## config.mk

```make
export PLATFORM = sky130hd
export DESIGN_NAME = accel_magnitude_window_unit_flat
export DESIGN_NICKNAME = d
export VERILOG_FILES = /design/src/hw/rtl/amw_pkg.sv /design/src/hw/rtl/amw_if.sv /design/src/hw/rtl/accel_magnitude_window_unit.sv /design/src/hw/rtl/amw_dp.sv /design/src/hw/rtl/amw_store.sv /design/src/flat_wrapper.sv
export SDC_FILE = /design/constraint.sdc
export NUM_CORES = 2
export LEC_CHECK = 0
export ABC_AREA = 1
export BUFFER_PORTS_ARGS = -buffer_cell sky130_fd_sc_hd__buf_2
export CORE_MARGIN = 4
export CORE_UTILIZATION = 47
export DETAILED_ROUTE_END_ITERATION = 16
export PLACE_DENSITY_LB_ADDON = 0.05
export SETUP_SLACK_MARGIN = 0.5
export SLEW_MARGIN = 40
export SYNTH_ARGS = -nofsm -noshare
export SYNTH_HDL_FRONTEND = slang
export SYNTH_SLANG_ARGS = --single-unit
export TNS_END_PERCENT = 20
```

## constraint.sdc

```tcl
create_clock -name clk_i -period 7.9 [get_ports clk_i]
set_input_delay 1.975 -clock clk_i [delete_from_list [all_inputs] [get_ports clk_i]]
set_output_delay 1.975 -clock clk_i [all_outputs]
set_load 0.01 [all_outputs]
```

## src/hw/rtl/amw_pkg.sv

```systemverilog
// Shared types, widths and codes for the accelerometer magnitude window unit.
// No dependencies; every other file imports this package.
package amw_pkg;

  localparam int WINDOW_DEPTH_DEF = 64;

  localparam int OP_W       = 2;
  localparam int AXIS_W     = 16;
  localparam int SLOT_W     = 6;
  localparam int MAG_W      = 16;
  localparam int GRAV_W     = 15;
  localparam int SCALE_W    = 16;
  localparam int CFG_IDX_W  = 1;
  localparam int CFG_DATA_W = 16;
  localparam int SUM_W      = 34;  // sum of three squares of 16-bit magnitudes
  localparam int ROOT_W     = 17;
  localparam int PROD_W     = ROOT_W + SCALE_W;

  // Operation codes
  localparam logic [OP_W-1:0] OP_SAMPLE  = 2'd0;
  localparam logic [OP_W-1:0] OP_CLEAR   = 2'd1;
  localparam logic [OP_W-1:0] OP_RESTART = 2'd2;
  localparam logic [OP_W-1:0] OP_READ    = 2'd3;

  // Configuration register indexes and reset values
  localparam logic [CFG_IDX_W-1:0] REG_GRAVITY = 1'd0;
  localparam logic [CFG_IDX_W-1:0] REG_SCALE   = 1'd1;
  localparam logic [GRAV_W-1:0]    GRAV_RESET  = 15'd16393;
  localparam logic [SCALE_W-1:0]   SCALE_RESET = 16'd40159;

  // Multiplier operand selects
  localparam logic [1:0] MSEL_X     = 2'd0;
  localparam logic [1:0] MSEL_Y     = 2'd1;
  localparam logic [1:0] MSEL_Z     = 2'd2;
  localparam logic [1:0] MSEL_SCALE = 2'd3;

  // Accumulator modes
  localparam logic [1:0] ACC_NONE = 2'd0;
  localparam logic [1:0] ACC_SET  = 2'd1;
  localparam logic [1:0] ACC_ADD  = 2'd2;
  localparam logic [1:0] ACC_ROOT = 2'd3;

  localparam logic [SUM_W-1:0] ROOT_BIT_INIT = 34'h1_0000_0000;
  localparam logic [SUM_W-1:0] ROUND_HALF    = 34'd32768;

  typedef struct packed {
    logic [OP_W-1:0]          operation;
    logic signed [AXIS_W-1:0] accel_x;
    logic signed [AXIS_W-1:0] accel_y;
    logic signed [AXIS_W-1:0] accel_z;
    logic [SLOT_W-1:0]        read_slot;
  } amw_in_t;

  typedef struct packed {
    logic [MAG_W-1:0]  magnitude;
    logic [SLOT_W-1:0] slot;
    logic              window_full;
  } amw_out_t;

  typedef struct packed {
    logic       load;
    logic       mul;
    logic [1:0] msel;
    logic [1:0] acc;
    logic       step;
  } amw_ctl_t;

endpackage

```

## src/hw/rtl/amw_if.sv

```systemverilog
// Valid/ready channel interfaces for input items and result items.
// Depends on amw_pkg for the payload types.
interface amw_in_if import amw_pkg::*; ();
  logic    valid;
  logic    ready;
  amw_in_t payload;

  modport source (output valid, output payload, input ready);
  modport sink   (input valid, input payload, output ready);
endinterface

interface amw_out_if import amw_pkg::*; ();
  logic     valid;
  logic     ready;
  amw_out_t payload;

  modport source (output valid, output payload, input ready);
  modport sink   (input valid, input payload, output ready);
endinterface

```

## src/hw/rtl/accel_magnitude_window_unit.sv

```systemverilog
// Sample item: 3 squares, 1 sum, 17 root steps, 1 scale, 1 store, in that order.
// Read item: a registered store read, then the store; clear and restart: the store alone.
// One item in flight; a finished result waits in the output register.
// Reset (async, active low) clears the sequencer, write index, full flag and
// restores both configuration registers; store contents are undefined until written.
module accel_magnitude_window_unit import amw_pkg::*; #(
  parameter int WINDOW_DEPTH = WINDOW_DEPTH_DEF
) (
  input  logic                  clk_i,
  input  logic                  rst_ni,
  amw_in_if.sink                in_if,
  amw_out_if.source             out_if,
  input  logic                  cfg_we_i,
  input  logic [CFG_IDX_W-1:0]  cfg_idx_i,
  input  logic [CFG_DATA_W-1:0] cfg_data_i
);

  localparam logic [3:0] S_IDLE  = 4'd0;
  localparam logic [3:0] S_SQX   = 4'd1;
  localparam logic [3:0] S_SQY   = 4'd2;
  localparam logic [3:0] S_SQZ   = 4'd3;
  localparam logic [3:0] S_ACC   = 4'd4;
  localparam logic [3:0] S_ROOT  = 4'd5;
  localparam logic [3:0] S_SCALE = 4'd6;
  localparam logic [3:0] S_RD    = 4'd7;
  localparam logic [3:0] S_DONE  = 4'd8;

  logic [3:0]         state_q, state_d;
  logic [GRAV_W-1:0]  grav_q;
  logic [SCALE_W-1:0] scale_q;
  logic [OP_W-1:0]    op_q;
  logic [SLOT_W-1:0]  slot_q;
  logic               out_valid_q, out_valid_d;
  amw_out_t           out_q;

  amw_ctl_t           ctl;
  amw_out_t           res;
  logic               root_last;
  logic [MAG_W-1:0]   mag;
  logic               in_xfer;
  logic               out_free;
  logic               commit;

  assign in_if.ready = (state_q == S_IDLE);
  assign in_xfer     = in_if.valid && in_if.ready;
  assign out_free    = !out_valid_q || out_if.ready;
  assign commit      = (state_q == S_DONE) && out_free;

  always_ff @(posedge clk_i or negedge rst_ni) begin
    if (!rst_ni) begin
      grav_q  <= GRAV_RESET;
      scale_q <= SCALE_RESET;
    end else if (cfg_we_i) begin
      unique case (cfg_idx_i)
        REG_GRAVITY: grav_q  <= cfg_data_i[GRAV_W-1:0];
        REG_SCALE:   scale_q <= cfg_data_i[SCALE_W-1:0];
      endcase
    end
  end

  always_comb begin
    state_d = state_q;
    ctl     = '0;
    unique case (state_q)
      S_IDLE: begin
        ctl.load = in_xfer;
        if (in_xfer) begin
          unique case (in_if.payload.operation) inside
            OP_SAMPLE:            state_d = S_SQX;
            OP_READ:              state_d = S_RD;
            OP_CLEAR, OP_RESTART: state_d = S_DONE;
          endcase
        end
      end
      S_SQX: begin
        ctl.mul  = 1'b1;
        ctl.msel = MSEL_X;
        state_d  = S_SQY;
      end
      S_SQY: begin
        ctl.mul  = 1'b1;
        ctl.msel = MSEL_Y;
        ctl.acc  = ACC_SET;
        state_d  = S_SQZ;
      end
      S_SQZ: begin
        ctl.mul  = 1'b1;
        ctl.msel = MSEL_Z;
        ctl.acc  = ACC_ADD;
        state_d  = S_ACC;
      end
      S_ACC: begin
        ctl.acc = ACC_ROOT;
        state_d = S_ROOT;
      end
      S_ROOT: begin
        ctl.step = 1'b1;
        if (root_last) begin
          state_d = S_SCALE;
        end
      end
      S_SCALE: begin
        ctl.mul  = 1'b1;
        ctl.msel = MSEL_SCALE;
        state_d  = S_DONE;
      end
      S_RD: begin
        state_d = S_DONE;
      end
      S_DONE: begin
        if (out_free) begin
          state_d = S_IDLE;
        end
      end
      default: begin
        state_d = S_IDLE;
      end
    endcase
  end

  always_ff @(posedge clk_i or negedge rst_ni) begin
    if (!rst_ni) begin
      state_q <= S_IDLE;
    end else begin
      state_q <= state_d;
    end
  end

  always_ff @(posedge clk_i) begin
    if (in_xfer) begin
      op_q   <= in_if.payload.operation;
      slot_q <= in_if.payload.read_slot;
    end
  end

  amw_dp u_dp (
    .clk_i       (clk_i),
    .ctl_i       (ctl),
    .item_i      (in_if.payload),
    .grav_i      (grav_q),
    .scale_i     (scale_q),
    .root_last_o (root_last),
    .mag_o       (mag)
  );

  amw_store #(
    .WINDOW_DEPTH (WINDOW_DEPTH)
  ) u_store (
    .clk_i     (clk_i),
    .rst_ni    (rst_ni),
    .commit_i  (commit),
    .op_i      (op_q),
    .mag_i     (mag),
    .rd_en_i   (state_q == S_RD),
    .rd_slot_i (slot_q),
    .res_o     (res)
  );

  // Hold the result until transfer; load the next one when the register frees
  assign out_valid_d = commit ? 1'b1 : (out_if.ready ? 1'b0 : out_valid_q);

  always_ff @(posedge clk_i or negedge rst_ni) begin
    if (!rst_ni) begin
      out_valid_q <= 1'b0;
    end else begin
      out_valid_q <= out_valid_d;
    end
  end

  always_ff @(posedge clk_i) begin
    if (commit) begin
      out_q <= res;
    end
  end

  assign out_if.valid   = out_valid_q;
  assign out_if.payload = out_q;

endmodule

```

## src/hw/rtl/amw_dp.sv

```systemverilog
// Arithmetic datapath: one shared 17x16 multiplier, a 34-bit accumulator that
// doubles as the square root remainder, and a one-bit-per-cycle root step.
// Depends on amw_pkg.
module amw_dp import amw_pkg::*; (
  input  logic               clk_i,
  input  amw_ctl_t           ctl_i,
  input  amw_in_t            item_i,
  input  logic [GRAV_W-1:0]  grav_i,
  input  logic [SCALE_W-1:0] scale_i,
  output logic               root_last_o,
  output logic [MAG_W-1:0]   mag_o
);

  logic [AXIS_W-1:0] ax_q, ay_q, az_q;
  logic [PROD_W-1:0] prod_q;
  logic [SUM_W-1:0]  rem_q, res_q, bit_q;

  logic signed [AXIS_W:0] dz;
  logic [ROOT_W-1:0]      mul_a;
  logic [SCALE_W-1:0]     mul_b;
  logic [PROD_W-1:0]      mul_p;
  logic [SUM_W-1:0]       trial;
  logic [SUM_W-1:0]       rnd;

  function automatic logic [AXIS_W-1:0] abs17(input logic signed [AXIS_W:0] v);
    logic signed [AXIS_W:0] n;
    n = -v;
    return v[AXIS_W] ? n[AXIS_W-1:0] : v[AXIS_W-1:0];
  endfunction

  assign dz = $signed({item_i.accel_z[AXIS_W-1], item_i.accel_z})
            - $signed({2'b00, grav_i});

  always_comb begin
    case (ctl_i.msel)
      MSEL_X: begin
        mul_a = {1'b0, ax_q};
        mul_b = ax_q;
      end
      MSEL_Y: begin
        mul_a = {1'b0, ay_q};
        mul_b = ay_q;
      end
      MSEL_Z: begin
        mul_a = {1'b0, az_q};
        mul_b = az_q;
      end
      default: begin
        mul_a = res_q[ROOT_W-1:0];
        mul_b = scale_i;
      end
    endcase
  end

  assign mul_p = PROD_W'(mul_a) * PROD_W'(mul_b);
  assign trial = res_q + bit_q;

  always_ff @(posedge clk_i) begin
    if (ctl_i.load) begin
      ax_q <= abs17($signed({item_i.accel_x[AXIS_W-1], item_i.accel_x}));
      ay_q <= abs17($signed({item_i.accel_y[AXIS_W-1], item_i.accel_y}));
      az_q <= abs17(dz);
    end
    if (ctl_i.mul) begin
      prod_q <= mul_p;
    end
    case (ctl_i.acc)
      ACC_SET: rem_q <= {1'b0, prod_q};
      ACC_ADD: rem_q <= rem_q + {1'b0, prod_q};
      ACC_ROOT: begin
        rem_q <= rem_q + {1'b0, prod_q};
        res_q <= '0;
        bit_q <= ROOT_BIT_INIT;
      end
      default: begin
        if (ctl_i.step) begin
          if (rem_q >= trial) begin
            rem_q <= rem_q - trial;
            res_q <= (res_q >> 1) + bit_q;
          end else begin
            res_q <= res_q >> 1;
          end
          bit_q <= bit_q >> 2;
        end
      end
    endcase
  end

  // Last root step is the one with the lowest bit set
  assign root_last_o = bit_q[0];

  // Round to nearest, drop the Q16 fraction, saturate
  assign rnd   = {1'b0, prod_q} + ROUND_HALF;
  assign mag_o = (|rnd[SUM_W-1:SUM_W-2]) ? '1 : rnd[31:16];

endmodule

```

## src/hw/rtl/amw_store.sv

```systemverilog
// Window ring store with write index and full flag; forms the result fields.
// Depends on amw_pkg.
module amw_store import amw_pkg::*; #(
  parameter int WINDOW_DEPTH = WINDOW_DEPTH_DEF
) (
  input  logic              clk_i,
  input  logic              rst_ni,
  input  logic              commit_i,
  input  logic [OP_W-1:0]   op_i,
  input  logic [MAG_W-1:0]  mag_i,
  input  logic              rd_en_i,
  input  logic [SLOT_W-1:0] rd_slot_i,
  output amw_out_t          res_o
);

  localparam int IDX_W = $clog2(WINDOW_DEPTH);

  logic [MAG_W-1:0] mem_q [WINDOW_DEPTH];
  logic [MAG_W-1:0] rd_data_q;
  logic [IDX_W-1:0] wr_idx_q, wr_idx_d;
  logic             full_q, full_d;

  logic [SLOT_W+IDX_W-1:0] rd_ext, wr_ext;
  logic [IDX_W-1:0]        rd_idx;
  logic [SLOT_W-1:0]       wr_slot;
  logic                    in_range;
  logic                    wrap;

  assign rd_ext   = {{IDX_W{1'b0}}, rd_slot_i};
  assign rd_idx   = rd_ext[IDX_W-1:0];
  assign wr_ext   = {{SLOT_W{1'b0}}, wr_idx_q};
  assign wr_slot  = wr_ext[SLOT_W-1:0];
  assign in_range = 32'(rd_slot_i) < 32'(WINDOW_DEPTH);
  assign wrap     = (wr_idx_q == IDX_W'(WINDOW_DEPTH - 1));

  always_ff @(posedge clk_i) begin
    if (commit_i && op_i == OP_SAMPLE) begin
      mem_q[wr_idx_q] <= mag_i;
    end
    if (rd_en_i) begin
      rd_data_q <= mem_q[rd_idx];
    end
  end

  always_comb begin
    wr_idx_d = wr_idx_q;
    full_d   = full_q;
    res_o    = '0;
    unique case (op_i)
      OP_SAMPLE: begin
        wr_idx_d = wrap ? '0 : wr_idx_q + 1'b1;
        full_d   = full_q | wrap;
        res_o.magnitude = mag_i;
        res_o.slot      = wr_slot;
      end
      OP_CLEAR: begin
        full_d     = 1'b0;
        res_o.slot = wr_slot;
      end
      OP_RESTART: begin
        wr_idx_d = '0;
        full_d   = 1'b0;
      end
      OP_READ: begin
        res_o.magnitude = in_range ? rd_data_q : '0;
        res_o.slot      = rd_slot_i;
      end
    endcase
    res_o.window_full = full_d;
  end

  always_ff @(posedge clk_i or negedge rst_ni) begin
    if (!rst_ni) begin
      wr_idx_q <= '0;
      full_q   <= 1'b0;
    end else if (commit_i) begin
      wr_idx_q <= wr_idx_d;
      full_q   <= full_d;
    end
  end

endmodule

```

## src/flat_wrapper.sv

```systemverilog
// flat-port wrapper written by rule: the top's interface ports become plain ports
module accel_magnitude_window_unit_flat import amw_pkg::*;
#(
  parameter int WINDOW_DEPTH = WINDOW_DEPTH_DEF
)
  (clk_i, rst_ni, cfg_we_i, cfg_idx_i, cfg_data_i, in_if_valid, in_if_payload, in_if_ready, out_if_valid, out_if_payload, out_if_ready);
  amw_in_if in_if_i ();
  amw_out_if out_if_i ();
  input  logic clk_i;
  input  logic rst_ni;
  input  logic cfg_we_i;
  input  logic [CFG_IDX_W-1:0] cfg_idx_i;
  input  logic [CFG_DATA_W-1:0] cfg_data_i;
  input wire logic [$bits(in_if_i.valid)-1:0] in_if_valid;
  input wire logic [$bits(in_if_i.payload)-1:0] in_if_payload;
  output wire logic [$bits(in_if_i.ready)-1:0] in_if_ready;
  output wire logic [$bits(out_if_i.valid)-1:0] out_if_valid;
  output wire logic [$bits(out_if_i.payload)-1:0] out_if_payload;
  input wire logic [$bits(out_if_i.ready)-1:0] out_if_ready;
  assign in_if_i.valid = in_if_valid;
  assign in_if_i.payload = in_if_payload;
  assign in_if_ready = in_if_i.ready;
  assign out_if_valid = out_if_i.valid;
  assign out_if_payload = out_if_i.payload;
  assign out_if_i.ready = out_if_ready;
  accel_magnitude_window_unit #(.WINDOW_DEPTH(WINDOW_DEPTH)) u_core (.clk_i(clk_i), .rst_ni(rst_ni), .in_if(in_if_i), .out_if(out_if_i), .cfg_we_i(cfg_we_i), .cfg_idx_i(cfg_idx_i), .cfg_data_i(cfg_data_i));
endmodule
```

# After elaboration in Yosys (flattened, before gate mapping)
# Memories as Yosys holds them, arrays and structs flattened. A register that Yosys moved wholly into a read port is not among the register bits.
# Cells that the tools add are included.
# W data, S select, Z words.
# word_totals
ramBits	1024
out_inout_bits	25
in_bits	78
latchBits	0
wordCells	118
romBits	0
mem_count	1
regBits	257
# op_classes
bitwise	3
n_mul	1
n_addsub	10
n_eq_ne	23
div_mod_pow	0
muxes	32
n_reduce_logical	27
n_lt_le_gt_ge	1
n_shift	0
# memory_table
name	depth	width	read_ports	rd_ports_with_merged_regs	write_ports	line	source
u_core.u_store.mem_q	64	16	1	1	1	amw_store.sv:18	logic [MAG_W-1:0] mem_q [WINDOW_DEPTH];
# ops
op	count
$pmux W34 S2	3
$mux W34	5
$pmux W17 S3	1
$neg A16 Y16	3
$pmux W16 S3	1
$add A33 B16 Y34 const B	1
$add A33 B34 Y34	1
$add A34 B33 Y34	1
$add A34 B34 Y34	1
$ge A34 B34 Y1	1
$sub A34 B34 Y34	1
$mul A17 B16 Y33	1
$mux W16	2
$pmux W16 S2	1
$pmux W4 S8	1
$mux W15	2
$pmux W6 S2	2
$sub A16 B16 Y17	1
$eq A4 B3 Y1 const B	4
$eq A2 B2 Y1 const B	7
$reduce_or A2 Y1	7
$mux W4	3
$pmux W3 S4	1
$pmux W4 S3	1
other kinds (23)	45

# Depth between registers and ports, before layout
# logic_depth
ltp_word	6
mapped_depth	35
mapped_depth_nobuf	34

# Modules after synthesis
# From an unflattened synthesis, not the netlist that was laid out.
# unflattened
cells_unflattened	7367
area_unflattened_um2	70904.3
# modules_own_cells
module	area_each_um2	seq_area_each_um2	cells_per_inst	instances
amw_store	42976.2	31405.1	3641	1
amw_dp	25455.7	4984.8	3519	1
accel_magnitude_window_unit	2472.4	1849.3	207	1

# Worst setup path before layout
# No wires, ideal clock.
# synth_timing
kind	register to register
start	register u_core.state_q[2]
end	register u_core.u_dp.prod_q[32] (data pin)
period_less_slack_ns	6.319
setup_slack_ns	1.581
setup_time_ns	0.265
path_stages_with_launch	31
path_buffers	2
t_required_ns	7.635
arrival_ns	6.054
cell_sequence	dfrtp_1 nor2_2 inv_2 nor2_4 inv_2 nand2_2 inv_4 buf_6 nand2_1 nand4_1 o21ai_2 buf_2 nor2_1 fa_1 inv_1 fa_1 fa_1 fa_1 inv_1 fa_1 inv_1 fa_1 inv_1 ha_1 nand2_1 nor2_1 nand2_1 o21ai_0 nand3_1 o21ai_0 xor2_1
# synth_via
elab_chain_cells	5
word_cells_on_any_way	11
classes_between	mul (1); eq/ne (6); mux (3); reduce/logical (1)
# synth_rtl
item	line	source
start, declared	accel_magnitude_window_unit.sv:28	logic [3:0] state_q, state_d;
start signal, assigned	accel_magnitude_window_unit.sv:125	state_q <= state_d;
$eq A4 B3 Y1 (tied with other cells)	accel_magnitude_window_unit.sv:64	unique case (state_q)
$pmux W3 S4 (*)	accel_magnitude_window_unit.sv:64	
$eq A2 B2 Y1 (tied with other cells)	amw_dp.sv:35	case (ctl_i.msel)
$pmux W17 S3 or $pmux W16 S3 (tied branches)	amw_dp.sv:35	
$mul A17 B16 Y33 (*)	amw_dp.sv:55	assign mul_p = PROD_W'(mul_a) * PROD_W'(mul_b);
named net u_core.u_dp.mul_p[32]	amw_dp.sv:21	logic [PROD_W-1:0] mul_p;
end signal, assigned	amw_dp.sv:65	prod_q <= mul_p;
end, declared	amw_dp.sv:15	logic [PROD_W-1:0] prod_q;
# Mark *: on every way through the listed nets, which the timed path passes. The rest lies on a longest branch.
# A chain may end at the register's enable or synchronous reset.

# Worst setup path after layout
# Same ends and word-level chain as after synthesis.

==> impl_metrics.yaml <==
detailed_routing:
  dr_total_vias: 51362
  drtAntennaViolNets: 0
  wl_met3_um: 12600
  drc_errors: 0
  wl_per_cell_um: 24.4
  drt-total-wl_um: 221000
  drt_iter0_markers: 4583
  wl_met2_um: 103000
  wl_met1_um: 96900
  via_per_inst: 5.67
  dr.pass1.iters: 6
  top_layer: "met5"
run_status:
  status: "completed"
synth:
  synth_top_area_share_pct: 53.7
  synthSimpleGateAreaFrac_pct: 14.8
  yosysWarnings: 0
  syn-num-nets: 7428
  async_reset_ff_share_pct: 3.36
  synth-seq-cells: 1280
  ys_types: 58
  synthTopCellsByArea: "edfxtp_1 54%, fa_1 6.1%, o21ai_0 6.1%"
  synthAdderAreaFrac_pct: 10.4
  avgSynthCellArea_um2: 10.0
  synth_flop_cell: "edfxtp_1"
  seq_area_frac_synth_pct: 55.3
  syn_area_mm2: 0.0692
  synth_top_family_by_area: "simple AND/OR/NAND/NOR gates"
  muxShareOfSynthArea_pct: 0.0163
  synth-compound-area-share_pct: 12.3
  synth_xor_area_share_pct: 1.73
  synth_top_area_cell: "edfxtp_1"
  synth-edff-count: 1237
  syn_inst: 6903
layout:
  final_cell_mix: "1,237 x edfxtp_1, 1,090 x nand2_1, 1,052 x nor2_1, 838 x o21ai_0, 628 x inv_1"
  multi_input_area_mm2: 0.0274
  drive_gt1_share_pct: 8.51
  post-route-util_pct: 52.9
  register_area_mm2: 0.0382
  final_common_cell: "edfxtp_1"
  num-nets-final: 7542
  fillers: 13197
  area_delta_synth_final_pct: 11.7
clocking:
  cts_buffers: 141
  clk_latency_ns: 0.80
  htreeDepth: 4
  holdBufCountCts: 0
  cts_root_buf: "clkbuf_16"
  clock_path_buffers: 3
  cts.sinks: 1280
  cts_tree: "done"
  clk_pin_slew_ns: 0.06
sta:
  slew_headroom_pct: 37.2
  finalSetupViolations: 0
  fmax_mhz: 141
  fin_crit_sh_pct: 89.6
  tightestPinTransition_ns: 0.942
  fin_ws_ns: 0.819
  hold_viol: 0
  fin_skew_ns: 0.0648
  finalCriticalPeriod_ns: 7.08
  rsz0062_at_grt: "yes"
  drv_slew: 0
  fin_tns_setup_ns: 0
critical_path:
  critical_path_class: "reg -> reg"
  crit_path_max_fanout: 10
  slowest_delay_ns: 0.56
  cpMostUsedCell: "fa_1"
  arrival_ns: 7.57
  cp-start-kind: "register"
  worst_path_max_delay_cell: "fa_1"
  cp-end-kind: "register"
  required_ns: 8.39
grt:
  grt_pass1_vias: 49757
  globalRouteOverflowTotal: 0
  track_usage_pct: 28.7
  grt_pass1_wl_um: 327000
  grt_antenna_before_repair: 16
  grt_max_degree: 173
placed_design:
  routabilityCongestion: 0.982
  dp_worst_setup_slack_ns: 0.725
  io_buffers: 102
  place_hpwl_um: 152000
flow_run:
  cap_violations: 0
floorplanning:
  dieWidth_um: 392
  die_y_um: 392
  initial_core_util_pct: 47.4
  io_pins: 103
  rows: 140
  core_area_mm2: 0.146
  dieArea_mm2: 0.153
min_path:
  worstHoldPathType: "reg -> reg"
worst paths after layout:
check | start | to | slack, ns | cells after the start
max | u_core.state_q[2]$_DFFE_PN0P_ | u_core.u_dp.prod_q[32]$_DFFE_PN_ | 0.82 | 27
min | u_core.grav_q[9]$_DFFE_PN0P_ | u_core.grav_q[9]$_DFFE_PN0P_ | 0.49 | 2
max reg2reg | u_core.state_q[2]$_DFFE_PN0P_ | u_core.u_dp.prod_q[32]$_DFFE_PN_ | 0.82 | 27
min reg2reg | u_core.grav_q[9]$_DFFE_PN0P_ | u_core.grav_q[9]$_DFFE_PN0P_ | 0.49 | 2
max in group asynchronous | rst_ni | u_core.grav_q[1]$_DFFE_PN0P_ | 6.13 | 2
min in group asynchronous | rst_ni | u_core.u_store.wr_idx_q[5]$_DFFE_PN0P_ | 1.30 | 2
cell usage after synthesis, drive strengths merged (59+ instances only):
cell,number
edfxtp,1237
o211ai,59
buf,112
ha,236
fa,211
nand3,236
xor2,86
nand2,1094
o22ai,258
inv,663
a21oi,287
clkbuf,178
nor2,1074
o21ai,864
per-layer routing:
| layer | vias to the layer above | GRT usage (%) |
|---|---|---|
| li1 | 24031 | - |
| met1 | 25363 | 40.2 |
| met2 | 1611 | 46.3 |
| met3 | 343 | 3.91 |
| met4 | 14 | 9.89 |
| met5 | - | 0 |
state kept, by name, indices dropped and copies added, names as in the netlist:
name                      count
u_core.grav_q                15
u_core.op_q                   2
u_core.out_if.payload        23
u_core.out_if.valid           1
u_core.scale_q               16
u_core.slot_q                 6
u_core.state_q                4
u_core.u_dp.ax_q             16
u_core.u_dp.ay_q             16
u_core.u_dp.az_q             16
u_core.u_dp.bit_q            17
u_core.u_dp.prod_q           33
u_core.u_dp.rem_q            34
u_core.u_dp.res_q            34
u_core.u_store.full_q         1
u_core.u_store.mem_q       1024
u_core.u_store.rd_data_q     16
u_core.u_store.wr_idx_q       6
metrics by stage:
| stage | hold slack, ns | cell area (um^2) | instances |
|---|---|---|---|
| floorplan | 0.453 | 69200 | 6903 |
| global route | 0.508 | 77200 | 9053 |
| CTS | 0.493 | 77100 | 9044 |
| global placement | 0.469 | 72000 | 8767 |
| finish | 0.490 | 77200 | 9053 |
| detailed placement | 0.480 | 72400 | 8784 |
timing repair:
| action | in CTS | in global routing |
|---|---|---|
| endpoints found under the setup margin | 0 | 12 |
| buffers inserted | 0 | 6 |
| endpoints found under the hold margin | 0 | 0 |
| gates resized for setup | 0 | 15 |
logic make-up after synthesis:
kind of cell	count (synthesis)
AOI/OAI and AO/OA	1540
xor gates and xnor gates	137
adders and majority gates	447
buffers and inverters	956
DFF	1280
muxes	1
and+or+nand+nor	2542
worst max-delay path: cells and delay by family, from the launching register on:
family,cells,cell delay [ns]
fa+ha+maj,7,3.46
simple gates,9,1.57
compound gates,5,0.77
buf+inv,5,0.47
flops,1,0.45
xor+xnor,1,0.10
layout make-up:
type | instances | area share (%)
Sequential cell | 1280 | 49.5
Multi-Input combinational cell | 4667 | 35.5
Clock buffer | 171 | 4.77
Inverter | 666 | 3.28
Tap cell | 1917 | 3.11
Timing Repair Buffer | 261 | 2.55
Clock inverter | 89 | 1.31
Antenna cell | 2 | 0.00648
Power is left out: the tool's default activity adds up to more than one toggle a clock period on the data nets, which glitch-free logic cannot reach.
